[src/design/iddt_pkg.sv]
// ----------------------------------------------------------------------------
// iddt_pkg
// Shared types and constants for the indentation token scanner: token codes,
// byte codes, the per-input token limit and the controller/datapath structs.
// ----------------------------------------------------------------------------
`default_nettype none

package iddt_pkg;

   // token codes on the result channel
   localparam logic [1:0] TOK_INDENT  = 2'd0;
   localparam logic [1:0] TOK_DEDENT  = 2'd1;
   localparam logic [1:0] TOK_NEWLINE = 2'd2;

   // request kinds
   localparam logic REQ_CHAR = 1'b0;
   localparam logic REQ_EOI  = 1'b1;

   // bytes that matter to the line-start scan
   localparam logic [7:0] CH_LF  = 8'h0A;
   localparam logic [7:0] CH_CR  = 8'h0D;
   localparam logic [7:0] CH_SP  = 8'h20;
   localparam logic [7:0] CH_TAB = 8'h09;

   // at most this many tokens for one input word
   localparam int MAX_RESULTS  = 32;
   localparam int RESULT_CNT_W = $clog2(MAX_RESULTS + 1);

   // controller to datapath
   typedef struct packed {
      logic       accept;     // input word taken this cycle
      logic       push;       // open a deeper level
      logic       pop;        // close the top level
      logic       clr_n;      // restart the token count of this input
      logic       emit;       // write a token into the result queue
      logic [1:0] emit_kind;
      logic       emit_last;
   } cmd_type;

   // datapath to controller
   typedef struct packed {
      logic is_eoi;     // word on the input is an end-of-input mark
      logic decide;     // word ends a line-start scan
      logic go_indent;
      logic go_dedent;
      logic go_newline;
      logic ded_more;   // another level above the line's indent may be closed
      logic eoi_pop;    // end of input may close one more level
      logic eoi_more;   // and one after that
      logic eoi_nl;     // end of input ends with NEWLINE
   } status_type;

endpackage

`default_nettype wire

[src/design/iddt_if.sv]
// ----------------------------------------------------------------------------
// iddt interfaces
// Valid/ready channels: the request channel carrying bytes and token flags,
// and the response channel carrying tokens.
// ----------------------------------------------------------------------------
`default_nettype none

interface iddt_req_if;
   logic       valid;
   logic       ready;
   logic       req_type;
   logic [7:0] char_byte;
   logic       allow_indent;
   logic       allow_dedent;
   logic       allow_newline;

   modport source (output valid, req_type, char_byte, allow_indent, allow_dedent,
                   allow_newline, input ready);
   modport sink   (input valid, req_type, char_byte, allow_indent, allow_dedent,
                   allow_newline, output ready);
endinterface

interface iddt_rsp_if;
   logic       valid;
   logic       ready;
   logic [1:0] token_kind;
   logic       token_last;

   modport source (output valid, token_kind, token_last, input ready);
   modport sink   (input valid, token_kind, token_last, output ready);
endinterface

`default_nettype wire

[src/design/iddt_outq.sv]
// ----------------------------------------------------------------------------
// iddt_outq
// Two-entry token queue in front of the response channel, so the scanner can
// keep taking bytes while a token waits to be taken.
// ----------------------------------------------------------------------------
`default_nettype none

module iddt_outq (
   input  wire logic       clock,
   input  wire logic       reset,
   input  wire logic       push,
   input  wire logic [1:0] push_kind,
   input  wire logic       push_last,
   output      logic       full,
   iddt_rsp_if.source      rsp_chan
);

   logic       head_valid_ff, head_valid_in;
   logic       tail_valid_ff, tail_valid_in;
   logic [2:0] head_ff, head_in;
   logic [2:0] tail_ff, tail_in;
   logic       deq;

   always_comb begin
      deq           = head_valid_ff & rsp_chan.ready;
      head_valid_in = head_valid_ff;
      tail_valid_in = tail_valid_ff;
      head_in       = head_ff;
      tail_in       = tail_ff;
      if (deq) begin
         head_valid_in = tail_valid_ff | push;
         tail_valid_in = tail_valid_ff & push;
         head_in       = tail_valid_ff ? tail_ff : {push_kind, push_last};
         if (tail_valid_ff && push) begin
            tail_in = {push_kind, push_last};
         end
      end else if (push) begin
         if (!head_valid_ff) begin
            head_valid_in = 1'b1;
            head_in       = {push_kind, push_last};
         end else begin
            tail_valid_in = 1'b1;
            tail_in       = {push_kind, push_last};
         end
      end
   end

   always_ff @(posedge clock) begin
      if (reset) begin
         head_valid_ff <= 1'b0;
         tail_valid_ff <= 1'b0;
      end else begin
         head_valid_ff <= head_valid_in;
         tail_valid_ff <= tail_valid_in;
      end
      head_ff <= head_in;
      tail_ff <= tail_in;
   end

   assign full                = tail_valid_ff;
   assign rsp_chan.valid      = head_valid_ff;
   assign rsp_chan.token_kind = head_ff[2:1];
   assign rsp_chan.token_last = head_ff[0];

   // a word is never written into a full queue
   assert property (@(posedge clock) disable iff (reset) push |-> !tail_valid_ff)
      else $error("token written into full queue");

   // the tail slot is only ever filled behind a waiting head
   assert property (@(posedge clock) disable iff (reset) tail_valid_ff |-> head_valid_ff)
      else $error("queue tail valid without head");

   // a waiting token not taken stays at the head
   assert property (@(posedge clock) disable iff (reset)
      head_valid_ff && !rsp_chan.ready |=> head_valid_ff && $stable(head_ff))
      else $error("waiting token lost");

endmodule

`default_nettype wire

[src/design/iddt_dpath.sv]
// ----------------------------------------------------------------------------
// iddt_dpath
// Line-start scan registers, the indentation level stack and its top-of-stack
// register, and the token count of the current input.
// ----------------------------------------------------------------------------
`default_nettype none

module iddt_dpath #(
   parameter int MAX_LEVELS  = 32,
   parameter int LEVEL_WIDTH = 16
) (
   input  wire logic                  clock,
   input  wire logic                  reset,
   input  wire iddt_pkg::cmd_type     cmd,
   input  wire logic                  req_type,
   input  wire logic [7:0]            char_byte,
   input  wire logic                  allow_indent,
   input  wire logic                  allow_dedent,
   input  wire logic                  allow_newline,
   output      iddt_pkg::status_type  status
);

   localparam int CNT_W = $clog2(MAX_LEVELS + 1);
   localparam int IDX_W = $clog2(MAX_LEVELS);
   localparam int RES_W = iddt_pkg::RESULT_CNT_W;

   typedef enum logic [1:0] {
      PH_BETWEEN,
      PH_SPACES,
      PH_TABS
   } phase_type;

   phase_type              phase_ff, phase_in;
   logic                   cr_ff, cr_in;
   logic [LEVEL_WIDTH-1:0] space_ff, space_in;
   logic [2:0]             allow_ff, allow_in;
   logic [CNT_W-1:0]       count_ff, count_in;
   logic [RES_W-1:0]       n_ff, n_in;
   logic [LEVEL_WIDTH-1:0] top_ff;

   logic [LEVEL_WIDTH-1:0] stack_mem [MAX_LEVELS];

   logic [2:0]       flags;
   logic             is_brk, is_cr, is_lf, is_tab, is_sp;
   logic             room;
   logic             deeper, shallower;
   logic [IDX_W-1:0] rd_idx;

   always_comb begin
      flags  = {allow_newline, allow_dedent, allow_indent};
      is_lf  = (char_byte == iddt_pkg::CH_LF);
      is_cr  = (char_byte == iddt_pkg::CH_CR);
      is_brk = is_lf | is_cr;
      is_tab = (char_byte == iddt_pkg::CH_TAB);
      is_sp  = (char_byte == iddt_pkg::CH_SP);
      room   = (count_ff < CNT_W'(MAX_LEVELS));
      deeper    = (space_ff > top_ff);
      shallower = (space_ff < top_ff);
      rd_idx = IDX_W'(count_ff - CNT_W'(2));

      status.is_eoi     = (req_type == iddt_pkg::REQ_EOI);
      status.decide     = (req_type == iddt_pkg::REQ_CHAR) && (phase_ff != PH_BETWEEN)
                          && !(cr_ff && is_lf) && !is_brk && !is_tab
                          && !(is_sp && phase_ff == PH_SPACES);
      status.go_indent  = deeper & allow_ff[0];
      status.go_dedent  = !status.go_indent & shallower & allow_ff[1];
      status.go_newline = !status.go_indent & !status.go_dedent & allow_ff[2];
      status.ded_more   = (count_ff > CNT_W'(1)) && (n_ff < RES_W'(iddt_pkg::MAX_RESULTS))
                          && (top_ff > space_ff);
      status.eoi_pop    = allow_ff[1] && (count_ff > CNT_W'(1))
                          && (n_ff < RES_W'(iddt_pkg::MAX_RESULTS - 1));
      status.eoi_more   = (count_ff > CNT_W'(2))
                          && (n_ff < RES_W'(iddt_pkg::MAX_RESULTS - 2));
      status.eoi_nl     = allow_ff[2];
   end

   // line-start scan
   always_comb begin
      phase_in = phase_ff;
      cr_in    = cr_ff;
      space_in = space_ff;
      allow_in = allow_ff;
      if (cmd.accept) begin
         if (status.is_eoi) begin
            // during a scan the latched flags hold, otherwise the word's own
            allow_in = (phase_ff != PH_BETWEEN) ? allow_ff : flags;
            phase_in = PH_BETWEEN;
            cr_in    = 1'b0;
            space_in = '0;
         end else if (phase_ff == PH_BETWEEN) begin
            if (is_brk && flags != 3'b000) begin
               allow_in = flags;
               phase_in = PH_SPACES;
               space_in = '0;
               cr_in    = is_cr;
            end
         end else if (cr_ff && is_lf) begin
            cr_in = 1'b0;
         end else begin
            cr_in = 1'b0;
            if (is_brk) begin
               // blank line, start over
               phase_in = PH_SPACES;
               space_in = '0;
               cr_in    = is_cr;
            end else if (is_tab) begin
               phase_in = PH_TABS;
            end else if (is_sp && phase_ff == PH_SPACES) begin
               if (space_ff != '1) begin
                  space_in = space_ff + LEVEL_WIDTH'(1);
               end
            end else begin
               // space_ff is kept for the dedent run that may follow
               phase_in = PH_BETWEEN;
            end
         end
      end
   end

   always_comb begin
      count_in = count_ff;
      if (cmd.push && room) begin
         count_in = count_ff + CNT_W'(1);
      end else if (cmd.pop) begin
         count_in = count_ff - CNT_W'(1);
      end
      n_in = (cmd.clr_n ? RES_W'(0) : n_ff) + RES_W'(cmd.pop);
   end

   always_ff @(posedge clock) begin
      if (reset) begin
         phase_ff <= PH_BETWEEN;
         cr_ff    <= 1'b0;
         space_ff <= '0;
         allow_ff <= 3'b000;
         count_ff <= CNT_W'(1);
         n_ff     <= '0;
         top_ff   <= '0;
      end else begin
         phase_ff <= phase_in;
         cr_ff    <= cr_in;
         space_ff <= space_in;
         allow_ff <= allow_in;
         count_ff <= count_in;
         n_ff     <= n_in;
         if (cmd.push && room) begin
            top_ff <= space_ff;
         end else if (cmd.pop) begin
            // the base level is never stored, it is always zero
            top_ff <= (count_ff == CNT_W'(2)) ? LEVEL_WIDTH'(0) : stack_mem[rd_idx];
         end
      end
   end

   always_ff @(posedge clock) begin
      if (cmd.push && room) begin
         stack_mem[count_ff[IDX_W-1:0]] <= space_ff;
      end
   end

   assert property (@(posedge clock) disable iff (reset)
      count_ff != CNT_W'(0) && count_ff <= CNT_W'(MAX_LEVELS))
      else $error("level count out of range");

   assert property (@(posedge clock) disable iff (reset)
      count_ff == CNT_W'(1) |-> top_ff == LEVEL_WIDTH'(0))
      else $error("base level not zero");

   assert property (@(posedge clock) disable iff (reset) cmd.pop |-> count_ff > CNT_W'(1))
      else $error("pop of base level");

   assert property (@(posedge clock) disable iff (reset) !(cmd.push && cmd.pop))
      else $error("push and pop together");

endmodule

`default_nettype wire

[src/design/iddt_ctrl.sv]
// ----------------------------------------------------------------------------
// iddt_ctrl
// Sequencer: takes input words, starts pushes and pop runs, and writes the
// tokens into the result queue with the last-token mark.
// ----------------------------------------------------------------------------
`default_nettype none

module iddt_ctrl (
   input  wire logic                 clock,
   input  wire logic                 reset,
   input  wire logic                 req_valid,
   output      logic                 req_ready,
   input  wire logic                 q_full,
   input  wire iddt_pkg::status_type status,
   output      iddt_pkg::cmd_type    cmd
);

   typedef enum logic [1:0] {
      ST_IDLE,
      ST_DEDENT,
      ST_EOI
   } state_type;

   state_type state_ff, state_in;

   always_comb begin
      state_in  = state_ff;
      req_ready = 1'b0;
      cmd       = '0;
      case (state_ff)
         ST_IDLE: begin
            req_ready = !q_full;
            if (req_valid && !q_full) begin
               cmd.accept = 1'b1;
               if (status.is_eoi) begin
                  cmd.clr_n = 1'b1;
                  state_in  = ST_EOI;
               end else if (status.decide) begin
                  if (status.go_indent) begin
                     cmd.push      = 1'b1;
                     cmd.emit      = 1'b1;
                     cmd.emit_kind = iddt_pkg::TOK_INDENT;
                     cmd.emit_last = 1'b1;
                  end else if (status.go_dedent) begin
                     // first level closes now, its token is written from ST_DEDENT
                     cmd.pop   = 1'b1;
                     cmd.clr_n = 1'b1;
                     state_in  = ST_DEDENT;
                  end else if (status.go_newline) begin
                     cmd.emit      = 1'b1;
                     cmd.emit_kind = iddt_pkg::TOK_NEWLINE;
                     cmd.emit_last = 1'b1;
                  end
               end
            end
         end
         ST_DEDENT: begin
            if (!q_full) begin
               cmd.emit      = 1'b1;
               cmd.emit_kind = iddt_pkg::TOK_DEDENT;
               cmd.emit_last = !status.ded_more;
               if (status.ded_more) begin
                  cmd.pop = 1'b1;
               end else begin
                  state_in = ST_IDLE;
               end
            end
         end
         ST_EOI: begin
            if (!q_full) begin
               if (status.eoi_pop) begin
                  cmd.pop       = 1'b1;
                  cmd.emit      = 1'b1;
                  cmd.emit_kind = iddt_pkg::TOK_DEDENT;
                  cmd.emit_last = !(status.eoi_more || status.eoi_nl);
               end else begin
                  if (status.eoi_nl) begin
                     cmd.emit      = 1'b1;
                     cmd.emit_kind = iddt_pkg::TOK_NEWLINE;
                     cmd.emit_last = 1'b1;
                  end
                  state_in = ST_IDLE;
               end
            end
         end
         default: begin
            state_in = ST_IDLE;
         end
      endcase
   end

   always_ff @(posedge clock) begin
      if (reset) begin
         state_ff <= ST_IDLE;
      end else begin
         state_ff <= state_in;
      end
   end

endmodule

`default_nettype wire

[src/design/indent_dedent_tokenizer_top.sv]
// ----------------------------------------------------------------------------
// indent_dedent_tokenizer_top
// Offside-rule indentation scanner: turns a byte stream and the parser's
// allowed-token flags into INDENT, DEDENT and NEWLINE tokens.
//
//   channel    dir  role                                 accepted when
//   req_chan   in   byte or end-of-input, token flags    valid && ready
//   rsp_chan   out  token kind, last-of-word mark        valid && ready
//
// One input word per cycle while no pop run is active and the two-entry
// token queue has a free slot.
// A dedent run first pops one level, reading the level stack, then gives
// one DEDENT per cycle; an end-of-input run gives one token per cycle.
// Reset is synchronous; the level stack needs no clearing.
// A full token queue stalls both input and the pop sequencer.
// ----------------------------------------------------------------------------
`default_nettype none

module indent_dedent_tokenizer_top #(
   parameter int MAX_LEVELS  = 32,
   parameter int LEVEL_WIDTH = 16
) (
   input  wire logic   clock,
   input  wire logic   reset,
   iddt_req_if.sink    req_chan,
   iddt_rsp_if.source  rsp_chan
);

   iddt_pkg::cmd_type    cmd;
   iddt_pkg::status_type status;
   logic                 q_full;

   iddt_ctrl u_ctrl (
      .clock     (clock),
      .reset     (reset),
      .req_valid (req_chan.valid),
      .req_ready (req_chan.ready),
      .q_full    (q_full),
      .status    (status),
      .cmd       (cmd)
   );

   iddt_dpath #(
      .MAX_LEVELS  (MAX_LEVELS),
      .LEVEL_WIDTH (LEVEL_WIDTH)
   ) u_dpath (
      .clock         (clock),
      .reset         (reset),
      .cmd           (cmd),
      .req_type      (req_chan.req_type),
      .char_byte     (req_chan.char_byte),
      .allow_indent  (req_chan.allow_indent),
      .allow_dedent  (req_chan.allow_dedent),
      .allow_newline (req_chan.allow_newline),
      .status        (status)
   );

   iddt_outq u_outq (
      .clock     (clock),
      .reset     (reset),
      .push      (cmd.emit),
      .push_kind (cmd.emit_kind),
      .push_last (cmd.emit_last),
      .full      (q_full),
      .rsp_chan  (rsp_chan)
   );

endmodule

`default_nettype wire

[src/flat_wrapper.sv]
// flat-port wrapper written by rule: the top's interface ports become plain ports
module indent_dedent_tokenizer_top_flat 
#(
   parameter int MAX_LEVELS  = 32,
   parameter int LEVEL_WIDTH = 16
)
  (clock, reset, req_chan_valid, req_chan_req_type, req_chan_char_byte, req_chan_allow_indent, req_chan_allow_dedent, req_chan_allow_newline, req_chan_ready, rsp_chan_valid, rsp_chan_token_kind, rsp_chan_token_last, rsp_chan_ready);
  iddt_req_if req_chan_i ();
  iddt_rsp_if rsp_chan_i ();
  input  wire logic clock;
  input  wire logic reset;
  input wire logic [$bits(req_chan_i.valid)-1:0] req_chan_valid;
  input wire logic [$bits(req_chan_i.req_type)-1:0] req_chan_req_type;
  input wire logic [$bits(req_chan_i.char_byte)-1:0] req_chan_char_byte;
  input wire logic [$bits(req_chan_i.allow_indent)-1:0] req_chan_allow_indent;
  input wire logic [$bits(req_chan_i.allow_dedent)-1:0] req_chan_allow_dedent;
  input wire logic [$bits(req_chan_i.allow_newline)-1:0] req_chan_allow_newline;
  output wire logic [$bits(req_chan_i.ready)-1:0] req_chan_ready;
  output wire logic [$bits(rsp_chan_i.valid)-1:0] rsp_chan_valid;
  output wire logic [$bits(rsp_chan_i.token_kind)-1:0] rsp_chan_token_kind;
  output wire logic [$bits(rsp_chan_i.token_last)-1:0] rsp_chan_token_last;
  input wire logic [$bits(rsp_chan_i.ready)-1:0] rsp_chan_ready;
  assign req_chan_i.valid = req_chan_valid;
  assign req_chan_i.req_type = req_chan_req_type;
  assign req_chan_i.char_byte = req_chan_char_byte;
  assign req_chan_i.allow_indent = req_chan_allow_indent;
  assign req_chan_i.allow_dedent = req_chan_allow_dedent;
  assign req_chan_i.allow_newline = req_chan_allow_newline;
  assign req_chan_ready = req_chan_i.ready;
  assign rsp_chan_valid = rsp_chan_i.valid;
  assign rsp_chan_token_kind = rsp_chan_i.token_kind;
  assign rsp_chan_token_last = rsp_chan_i.token_last;
  assign rsp_chan_i.ready = rsp_chan_ready;
  indent_dedent_tokenizer_top #(.MAX_LEVELS(MAX_LEVELS), .LEVEL_WIDTH(LEVEL_WIDTH)) u_core (.clock(clock), .reset(reset), .req_chan(req_chan_i), .rsp_chan(rsp_chan_i));
endmodule
[config.mk]
export PLATFORM = sky130hd
export DESIGN_NAME = indent_dedent_tokenizer_top_flat
export DESIGN_NICKNAME = d
export VERILOG_FILES = /design/src/design/iddt_pkg.sv /design/src/design/iddt_if.sv /design/src/design/iddt_outq.sv /design/src/design/iddt_dpath.sv /design/src/design/iddt_ctrl.sv /design/src/design/indent_dedent_tokenizer_top.sv /design/src/flat_wrapper.sv
export SDC_FILE = /design/constraint.sdc
export NUM_CORES = 1
export LEC_CHECK = 0
export ABC_CLOCK_PERIOD_IN_PS = 12350
export BUFFER_PORTS_ARGS = -buffer_cell sky130_fd_sc_hd__clkbuf_2
export CAP_MARGIN = 25
export CORE_MARGIN = 4
export CORE_UTILIZATION = 35
export DETAILED_ROUTE_END_ITERATION = 10
export PLACE_DENSITY = 0.52
export SYNTH_ARGS = -nofsm -noshare
export SYNTH_HDL_FRONTEND = slang
export SYNTH_SLANG_ARGS = --single-unit
export TNS_END_PERCENT = 50
[constraint.sdc]
create_clock -name clock -period 12.35 [get_ports clock]
set_input_delay 1.235 -clock clock [delete_from_list [all_inputs] [get_ports clock]]
set_output_delay 1.235 -clock clock [all_outputs]
set_load 0.005 [all_outputs]
After elaboration in Yosys (flattened, before gate mapping). Memories as Yosys holds them, arrays and structs flattened. Cells that the tools add are included.

Multiply operators: 0. $add $sub $neg: 5. Reductions and logical operators: 45. Shifts and indexed selects: 0. Bitwise operators: 10. Equal/unequal tests: 24. Div/mod/pow operators: 0. Order comparisons: 9. Muxes and demuxes: 79.

Operator list (count): 2-to-1 mux 16 bit (11); 2-to-1 mux 2 bit (20); 2-to-1 mux 3 bit (12); > comparator 16 bit (2); 2-to-1 mux 4 bit (8); equality test 8 x 4 -> 1 bit (second input constant) (3); 2-to-1 mux 1 bit (20); 2-to-1 mux 6 bit (3); adder 16 x 1 -> 16 bit (second input constant) (1); logical AND 1 bit (16); less-than comparator 16 bit (1); inequality test 16 bit (second input constant) (1); less-than comparator 6 x 5 -> 1 bit (second input constant) (2); less-than comparator 6 bit (second input constant) (2); inequality test 2 bit (second input constant) (6); inequality test 3 x 2 -> 1 bit (second input constant) (4); case mux 4 bit (3 select lines) (1); nonzero test 2 bit (6); logical NOT 1 bit (9); equality test 8 x 6 -> 1 bit (second input constant) (1); 2-to-1 mux 8 bit (1); AND reduction 4 bit (2); AND reduction 8 bit (1); nonzero test 4 bit (2); other kinds (25) (37).

Memory bits (read-only): 0. Logic and storage cells: 185. Bits in latches: 0. Input bits: 16. Memory bits (writable): 512. Output and inout port bits: 5. Flip-flop bits (word level): 60. Memories: 1.

Memory list: u_core.u_dpath.stack_mem (words 32, bits a word 16, rd ports 1, clocked after memory_dff 0, wr ports 1, line iddt_dpath.sv:41) `logic [LEVEL_WIDTH-1:0] stack_mem [MAX_LEVELS];`.

Depth between registers and ports, before layout. Gate-level depths: netlist (run 1).

Word-level depth: 18. Depth in mapped cells: 16. Gate-level depth less buffers: 14.

Cells and area by module. A second synthesis (run 1) with hierarchy kept.

Cell total of the unflattened synthesis: 1369. Area, all modules: 23558.8 um2.

By module, submodules not included: iddt_dpath (sequential area each 16375.7 um2, cells each 1308, area each 22967.0 um2, times used 1); iddt_outq (sequential area each 220.2 um2, cells each 23, area each 317.8 um2, times used 1); iddt_ctrl (sequential area each 40.0 um2, cells each 38, area each 274.0 um2, times used 1).

Least setup slack after synthesis (run 1). OpenSTA, ideal clock, no wires.

Path kind: flip-flop to flip-flop. Start point: register u_core.u_dpath.space_ff[7]. End point: memory u_core.u_dpath.stack_mem[24][0], enable pin. Setup time: 409 ps. Arrival time: 4181 ps. Clock period less this slack: 4591 ps. Data required time: 11941 ps. Stages on the path, launching flop included: 10. Path buffers: 0. Slack: 7759 ps. Cells stage by stage: dfxtp_1 -> inv_1 -> ha_1 -> and3_4 -> a221oi_2 -> o22ai_1 -> or4_4 -> nor4_4 -> nand2_1 -> nor3_1.

Longest elaborated chain between the ends: 10.

Ends and longest elaborated chain: start, declared (line iddt_dpath.sv:35) `logic [LEVEL_WIDTH-1:0] space_ff, space_in;`; start signal, assigned (line iddt_dpath.sv:142) `space_ff <= space_in;`; > comparator 16 bit (line iddt_dpath.sv:57) `deeper = (space_ff > top_ff);`; AND 1 bit (line iddt_dpath.sv:65) `status.go_indent = deeper & allow_ff[0];`; 2-to-1 mux 1 bit (line iddt_ctrl.sv:39) `if (status.go_indent) begin`; 2-to-1 mux 7 bit (line iddt_ctrl.sv:38) `end else if (status.decide) begin`; 2-to-1 mux 2 bit (line iddt_ctrl.sv:35) `if (status.is_eoi) begin`; 2-to-1 mux 8 bit (line iddt_ctrl.sv:33) `if (req_valid && !q_full) begin`; 2-to-1 mux 2 bit (line iddt_ctrl.sv:30) `case (state_ff)`; logical AND 1 bit (line iddt_dpath.sv:156) `if (cmd.push && room) begin`; 2-to-1 mux 1 bit (line iddt_dpath.sv:156); 2-to-1 mux 1 bit (implied by the code) (line iddt_dpath.sv:157) `stack_mem[count_ff[IDX_W-1:0]] <= space_ff;`; end, declared (line iddt_dpath.sv:41).

No other way between the ends.

Worst setup path in the final report (run 1).
Start point: register u_core.u_dpath.space_ff[6]. End point: memory u_core.u_dpath.stack_mem[25][8], enable pin.

The elaborated chain is that of the path after synthesis.

==> flow_summary.yaml, run 1 <==
route:
  wl_per_cell_um: 26.22
  drt_iter0_drc: 1183
  wl_um: 56870
  vias_per_cell: 5.375
  drtPass1Iterations: 5
  drc: 0
  ant_nets: 0
  vias: 11660
cts:
  cts.sinks: 572
  htree_levels: 2
  cts_resized: 0
  max-clock-path-buffers: 3
  tritoncts: "built"
  clock_latency_ns: 0.61
  cts_setup_buffers: 0
  cts-root-buf: "clkbuf_16"
  cts_buffers: 59
  hold_buffers: 0
  clkTransAtPathRegs_ns: 0.06
sta:
  finalCriticalPeriod_ns: 4.851
  tns_ns: 0
  tightest_slew_ns: 1.088
  rsz0062_at_grt: "no"
  finClkSkew_ns: 0.01335
  whs_ns: 0.4674
  finalHoldViolCount: 0
  finalCritPeriodShare: 0.3928
  finalMaxSlewViolations: 0
  setup_violations: 0
  fmax_mhz: 206.2
  slew_headroom: 0.2694
min_path:
  min_path_type: "flip-flop to flip-flop"
  min_path_cells: 2
global_route:
  grt_first_pass_wirelength_um: 83450
  overflow: 0
  grt.total_usage: 0.1618
  grt_pass1_vias: 11810
  grt_max_degree: 60
  antenna_found_initial: 2
final_layout:
  fin_area_um2: 26470
  antenna_cells: 0
  finalNetCount: 1310
  drive_gt1_frac: 0.2785
  syn_to_final_growth_pct: 14.79
  stdcell_count: 2169
worst_setup_path:
  ff2ff_setup_slack_ns: 7.50
  cp_common_cell: "buf_4"
  cp-start-kind: "flip-flop"
  crit_arrival_ns: 5.16
  rr_endpoint: "u_core.u_dpath.stack_mem[25][8]"
  max_stage_delay_ns: 0.87
  r2r_cells: 11
  required_ns: 12.66
  path_cells: "buf_4 > inv_1 > ha_1 > and3_4 > a221oi_2 > o22ai_1 > or4_4 > nor4_4 > nand2_1 > nor3_2 > buf_4"
  crit_path_end_kind: "flip-flop"
  critical_path_class: "flip-flop to flip-flop"
  r2r-start: "u_core.u_dpath.space_ff[6]"
  startpoint: "u_core.u_dpath.space_ff[6]"
  path_max_fanout: 38
  slowest_stage: "nor3_2"
  worstSetupEndpoint: "u_core.u_dpath.stack_mem[25][8]"
synthesis:
  ys_types: 69
  asyncSetResetFlopFracSynth: 0
  synth_xor_area_frac: 0.008735
  syn_inst: 1193
  muxShareOfSynthArea: 0.1618
  yosys.area_share.simple: 0.04932
  synth_top_family_by_area: "multiplexers"
  synth_area_per_cell_um2: 19.33
  yosys_warnings: 0
  synth_area_um2: 23060
  yosysSeqAreaShare: 0.7214
  synth_edf_count: 518
  synthAdderAreaFrac: 0.01519
  ys_top_cells_by_area: "edfxtp_1 (67%), mux4_2 (16%), dfxtp_1 (4.7%)"
  synthesis.nets: 1237
  synth_ff_type: "edfxtp_1"
  synth_top_cell_area_share: 0.6745
  ys_seq_elements: 572
  synth_compound_area_frac: 0.02897
  yosysTopAreaCell: "edfxtp_1"
floorplan:
  die-height_um: 264.7
  pin_count: 21
  num_rows: 93
  start_util: 0.3558
  core_area_um2: 64810
  die_area_um2: 70060
  die_w_um: 264.7
placement:
  place.gp.congestion: 0.8313
  postPlaceCellArea_um2: 24650
  place_hpwl_um: 35200
  portBuffers: 20
  dp_cells: 2057
outcome:
  status: "complete, no violations"
power_and_ir_drop:
  vdd_drop_max_mv: 0.1080
  p_leak_nw: 8.307
  power_density_nw_per_um2: 142.3
run:
  maxCapViolCount: 0
## area by class of cell
type / count / area [um^2]
Clock buffer: 75 / 1558
Inverter: 26 / 97.59
Multi-Input combinational cell: 539 / 6188
Sequential cell: 572 / 16650
Tap cell: 855 / 1070
Clock inverter: 34 / 222.7
Fill cell: 5715 / 38340
Timing Repair Buffer: 68 / 681.9
## routing by layer
| layer | part of all wire | vias up | track usage |
|---|---|---|---|
| li1 | - | 5036 | - |
| met1 | 0.46 | 6260 | 0.2403 |
| met2 | 0.47 | 302 | 0.2503 |
| met3 | 0.053 | 61 | 0.02571 |
| met4 | 0.020 | 0 | 0.04397 |
| met5 | 0 | - | 0 |
## cells in the final DEF (no fill, tap or decap), types with 4 or more instances in the layout
| master | netlist | layout |
|---|---|---|
| nor2_2 | 0 | 28 |
| o21a_1 | 6 | 6 |
| a21oi_1 | 28 | 28 |
| nor2b_1 | 8 | 8 |
| buf_4 | 1 | 22 |
| and4_1 | 4 | 4 |
| a22o_1 | 4 | 4 |
| or4_1 | 4 | 4 |
| inv_1 | 26 | 26 |
| dfxtp_2 | 0 | 8 |
| or3_1 | 7 | 7 |
| o21ai_0 | 7 | 7 |
| clkbuf_2 | 0 | 20 |
| nand2_1 | 47 | 47 |
| a221o_1 | 12 | 12 |
| nand3_1 | 16 | 16 |
| nor3_2 | 0 | 4 |
| clkinv_2 | 0 | 9 |
| dfxtp_1 | 54 | 44 |
| a211oi_1 | 5 | 5 |
| clkbuf_16 | 0 | 60 |
| buf_8 | 0 | 20 |
| clkbuf_1 | 32 | 15 |
| mux2i_1 | 9 | 9 |
| nand4_1 | 11 | 11 |
| ha_1 | 28 | 27 |
| clkinv_1 | 0 | 18 |
| nor2_1 | 77 | 49 |
| xnor2_1 | 20 | 19 |
| nor3_1 | 23 | 19 |
| mux4_2 | 160 | 160 |
| edfxtp_1 | 518 | 518 |
## cells by family after synthesis
logic type / after synthesis
muxes: 172
DFF: 572
buffers and inverters: 82
xor gates and xnor gates: 23
and+or+nand+nor: 226
AOI/OAI and AO/OA: 90
adders and majority gates: 28
## worst max-delay path: cells and delay by family, from the launching register on
kind | cells | cell delay [ns]
and+or+nand+nor | 5 | 2.54
buffers and inverters | 3 | 0.93
AOI/OAI and AO/OA | 2 | 0.41
adders and majority gates | 1 | 0.34
DFF | 1 | 0.31
## synth_stat cells (4+ instances only)
cell type,instances
o21ai_0,7
nor3_1,23
nor2b_1,8
nand4_1,11
dfxtp_1,54
nand2_1,47
edfxtp_1,518
buf_1,8
nor2_1,77
mux4_2,160
ha_1,28
nand3_1,16
a21oi_1,28
or4_1,4
clkbuf_1,32
mux2i_1,9
inv_1,26
xnor2_1,20
or3_1,7
a22o_1,4
a211oi_1,5
and4_1,4
o21a_1,6
a221o_1,12
buf_2,14
## how the worst min path moves through the flow
stage / to / from
after floorplan: u_core.u_dpath.cr_ff / u_core.u_dpath.cr_ff
after global placement: u_core.u_dpath.cr_ff / u_core.u_dpath.cr_ff
after detailed placement: u_core.u_dpath.cr_ff / u_core.u_dpath.cr_ff
after CTS: u_core.u_dpath.cr_ff / u_core.u_dpath.cr_ff
after global routing: u_core.u_dpath.cr_ff / u_core.u_dpath.cr_ff
final: u_core.u_dpath.cr_ff / u_core.u_dpath.cr_ff
## power breakdown
group	switching [W]	leakage [nW]	total, W	internal, W
combinational	0.0000207	2.31	0.0000309	0.0000102
clock	0.000723	0.869	0.00165	0.000929
sequential	0.00000238	5.13	0.00209	0.00208
total	0.000746	8.31	0.00377	0.00302
## state kept, by name, indices dropped and copies added, names as in the netlist
register and flops:
u_core.u_outq.tail_ff 3, u_core.u_dpath.n_ff 6, u_core.u_ctrl.state_ff 2, u_core.u_dpath.space_ff 16, u_core.u_dpath.top_ff 16, u_core.u_dpath.cr_ff 1
u_core.u_dpath.allow_ff 3, u_core.u_outq.full 1, u_core.u_dpath.stack_mem 512, u_core.u_outq.rsp_chan.valid 1, u_core.u_outq.head_ff 3, u_core.u_dpath.phase_ff 2
u_core.u_dpath.count_ff 6
## per-stage QoR
stage / utilization / setup slack (ns) / total power (W)
floorplan: - / 7.759 / 0.002144
global placement: 0.3744 / 7.525 / 0.002156
detailed placement: 0.3803 / 7.439 / 0.002157
CTS: 0.4078 / 7.407 / 0.003817
global route: 0.4084 / 7.218 / 0.003894
finish: 0.4084 / 7.499 / 0.003768
Note: power is estimated with default switching activity, not from simulation.
==> run 2, diff against run 1 <==
--- a/config.mk
+++ b/config.mk
@@ -5,13 +5,13 @@
 export SDC_FILE = /design/constraint.sdc
 export NUM_CORES = 1
 export LEC_CHECK = 0
-export ABC_CLOCK_PERIOD_IN_PS = 12350
+export ABC_CLOCK_PERIOD_IN_PS = 4400
 export BUFFER_PORTS_ARGS = -buffer_cell sky130_fd_sc_hd__clkbuf_2
 export CAP_MARGIN = 25
 export CORE_MARGIN = 4
 export CORE_UTILIZATION = 35
 export DETAILED_ROUTE_END_ITERATION = 10
-export PLACE_DENSITY = 0.52
+export PLACE_DENSITY = 0.54
 export SYNTH_ARGS = -nofsm -noshare
 export SYNTH_HDL_FRONTEND = slang
 export SYNTH_SLANG_ARGS = --single-unit
==> constraint.sdc (replaced) <==
create_clock -name clock -period 4.4 [get_ports clock]
set_input_delay 0.44 -clock clock [delete_from_list [all_inputs] [get_ports clock]]
set_output_delay 0.44 -clock clock [all_outputs]
set_load 0.005 [all_outputs]
==> flow_summary.yaml, run 2 (synthesis gave the netlist of run 1 again) <==
worst_setup_path:
  crit_arrival_ns: 4.39
  path_cells: "inv_1 > ha_1 > and3_4 > nand2_1 > a2111oi_0 > nor4_2 > a2bb2oi_2 > nor2_1 > ha_1 > ha_1 > nand3_1 > xor2_1 > nor3_1"
  cp-start-kind: "flip-flop"
  max_stage_delay_ns: 0.78
  path_max_fanout: 11
  cp_common_cell: "ha_1"
  slowest_stage: "nor2_1"
  critical_path_class: "flip-flop to flip-flop"
  crit_path_end_kind: "flip-flop"
  required_ns: 4.93
  ff2ff_setup_slack_ns: 0.54
cts:
  max-clock-path-buffers: 3
  tritoncts: "built"
  cts_resized: 0
  cts_setup_buffers: 0
  clkTransAtPathRegs_ns: 0.06
  cts-root-buf: "clkbuf_16"
  hold_buffers: 0
  clock_latency_ns: 0.62
  htree_levels: 2
  cts_buffers: 59
  cts.sinks: 572
final_layout:
  final_util: 0.4125
  stdcell_count: 2201
  register_area_um2: 16640
  antenna_cells: 0
  finalNetCount: 1339
  final_common_cell: "edfxtp_1"
  n_fill_cell: 5667
  multi_input_area_um2: 6201
  largest_reg_flops: 512
  fin_area_um2: 26740
  syn_to_final_growth_pct: 15.94
  drive_gt1_frac: 0.2949
  mostFrequentLayoutCells: "edfxtp_1 (518), mux4_2 (160), buf_4 (67)"
placement:
  place.gp.congestion: 0.8172
  dp_cells: 2087
  postPlaceCellArea_um2: 24790
  place_hpwl_um: 32740
  portBuffers: 20
sta:
  finalCriticalPeriod_ns: 3.856
  fmax_mhz: 259.3
  finalCritPeriodShare: 0.8764
  finalHoldViolCount: 0
  rsz0062_at_grt: "no"
  tns_ns: 0
  tightest_slew_ns: 1.021
  finClkSkew_ns: 0.02433
  setup_violations: 0
  slew_headroom: 0.3172
  finalMaxSlewViolations: 0
route:
  drtPass1Iterations: 5
  vias_per_cell: 5.395
  ant_nets: 0
  drc: 0
  wl_um: 54350
  wl_per_cell_um: 24.69
  drt_iter0_drc: 1029
  vias: 11870
power_and_ir_drop:
  power_w: 0.01085
  power_density_nw_per_um2: 405.7
  p_leak_nw: 8.755
  vdd_drop_max_mv: 0.3516
floorplan:
  die-height_um: 264.7
  die_w_um: 264.7
  core_area_um2: 64810
  die_area_um2: 70060
  pin_count: 21
  start_util: 0.3558
  num_rows: 93
global_route:
  grt.total_usage: 0.1545
  overflow: 0
  antenna_found_initial: 0
  grt_pass1_vias: 11980
  grt_first_pass_wirelength_um: 81710
  grt_max_degree: 136
min_path:
  min_path_type: "input port to flip-flop"
outcome:
  status: "complete, no violations"
run:
  maxCapViolCount: 0
==> run 2: changes by cell type in the layout (fill, tap and decap cells not counted), sizes merged <==
cell / previous run / this run
buf: 48 / 77
clkbuf: 95 / 107
clkinv: 30 / 18
bufinv: 2 / 4
clkinvlp: 1 / 2
==> run 2: metal layers <==
layer / vias up / part of all wire / global-route usage
met5: - / 0 / 0
met4: 0 / 0.025 / 0.04412
met3: 83 / 0.055 / 0.02506
met2: 361 / 0.47 / 0.2380
met1: 6343 / 0.46 / 0.2290
li1: 5087 / - / -
==> run 2: cell type report <==
class                           instances  share of cell area
Clock buffer                           87             0.06257
Clock inverter                         25            0.009032
Inverter                               26            0.003650
Multi-Input combinational cell        539              0.2319
Sequential cell                       572              0.6225
Tap cell                              855             0.04001
Timing Repair Buffer                   97             0.03032
==> run 2: final timing paths <==
check / start / end / cells after the start
worst min-delay path: req_chan_allow_newline / u_core.u_dpath.allow_ff[2] / 3
worst min register to register: u_core.u_dpath.cr_ff / u_core.u_dpath.cr_ff / 2
worst max register to register: u_core.u_dpath.space_ff[7] / u_core.u_dpath.n_ff[4] / 13
worst max-delay path: u_core.u_dpath.space_ff[7] / u_core.u_dpath.n_ff[4] / 13
==> run 2: where the power goes <==
group	internal, W	switching, W	leakage [nW]
sequential	0.00585	0.00000436	5.38
combinational	0.0000298	0.0000595	2.44
clock	0.00286	0.00205	0.934
total	0.00874	0.00211	8.76
==> run 2: worst max-delay path, delay by kind of cell, from the launching register on <==
family	cells	cell delay, ns
AND/OR/NAND/NOR	6	1.48
flip-flops	1	0.33
XOR/XNOR	1	0.15
buffers and inverters	1	0.06
adder cells (fa/ha/maj)	3	0.86
AO/OA/AOI/OAI	2	0.89
==> run 2: per-stage QoR <==
stage	setup slack (ns)	hold WS (ns)
after floorplan	-0.1907	0.4321
after global placement	0.6608	0.4466
after detailed placement	0.5773	0.4635
after CTS	0.5700	0.03720
after global routing	0.3691	0.06776
final	0.5439	0.07392
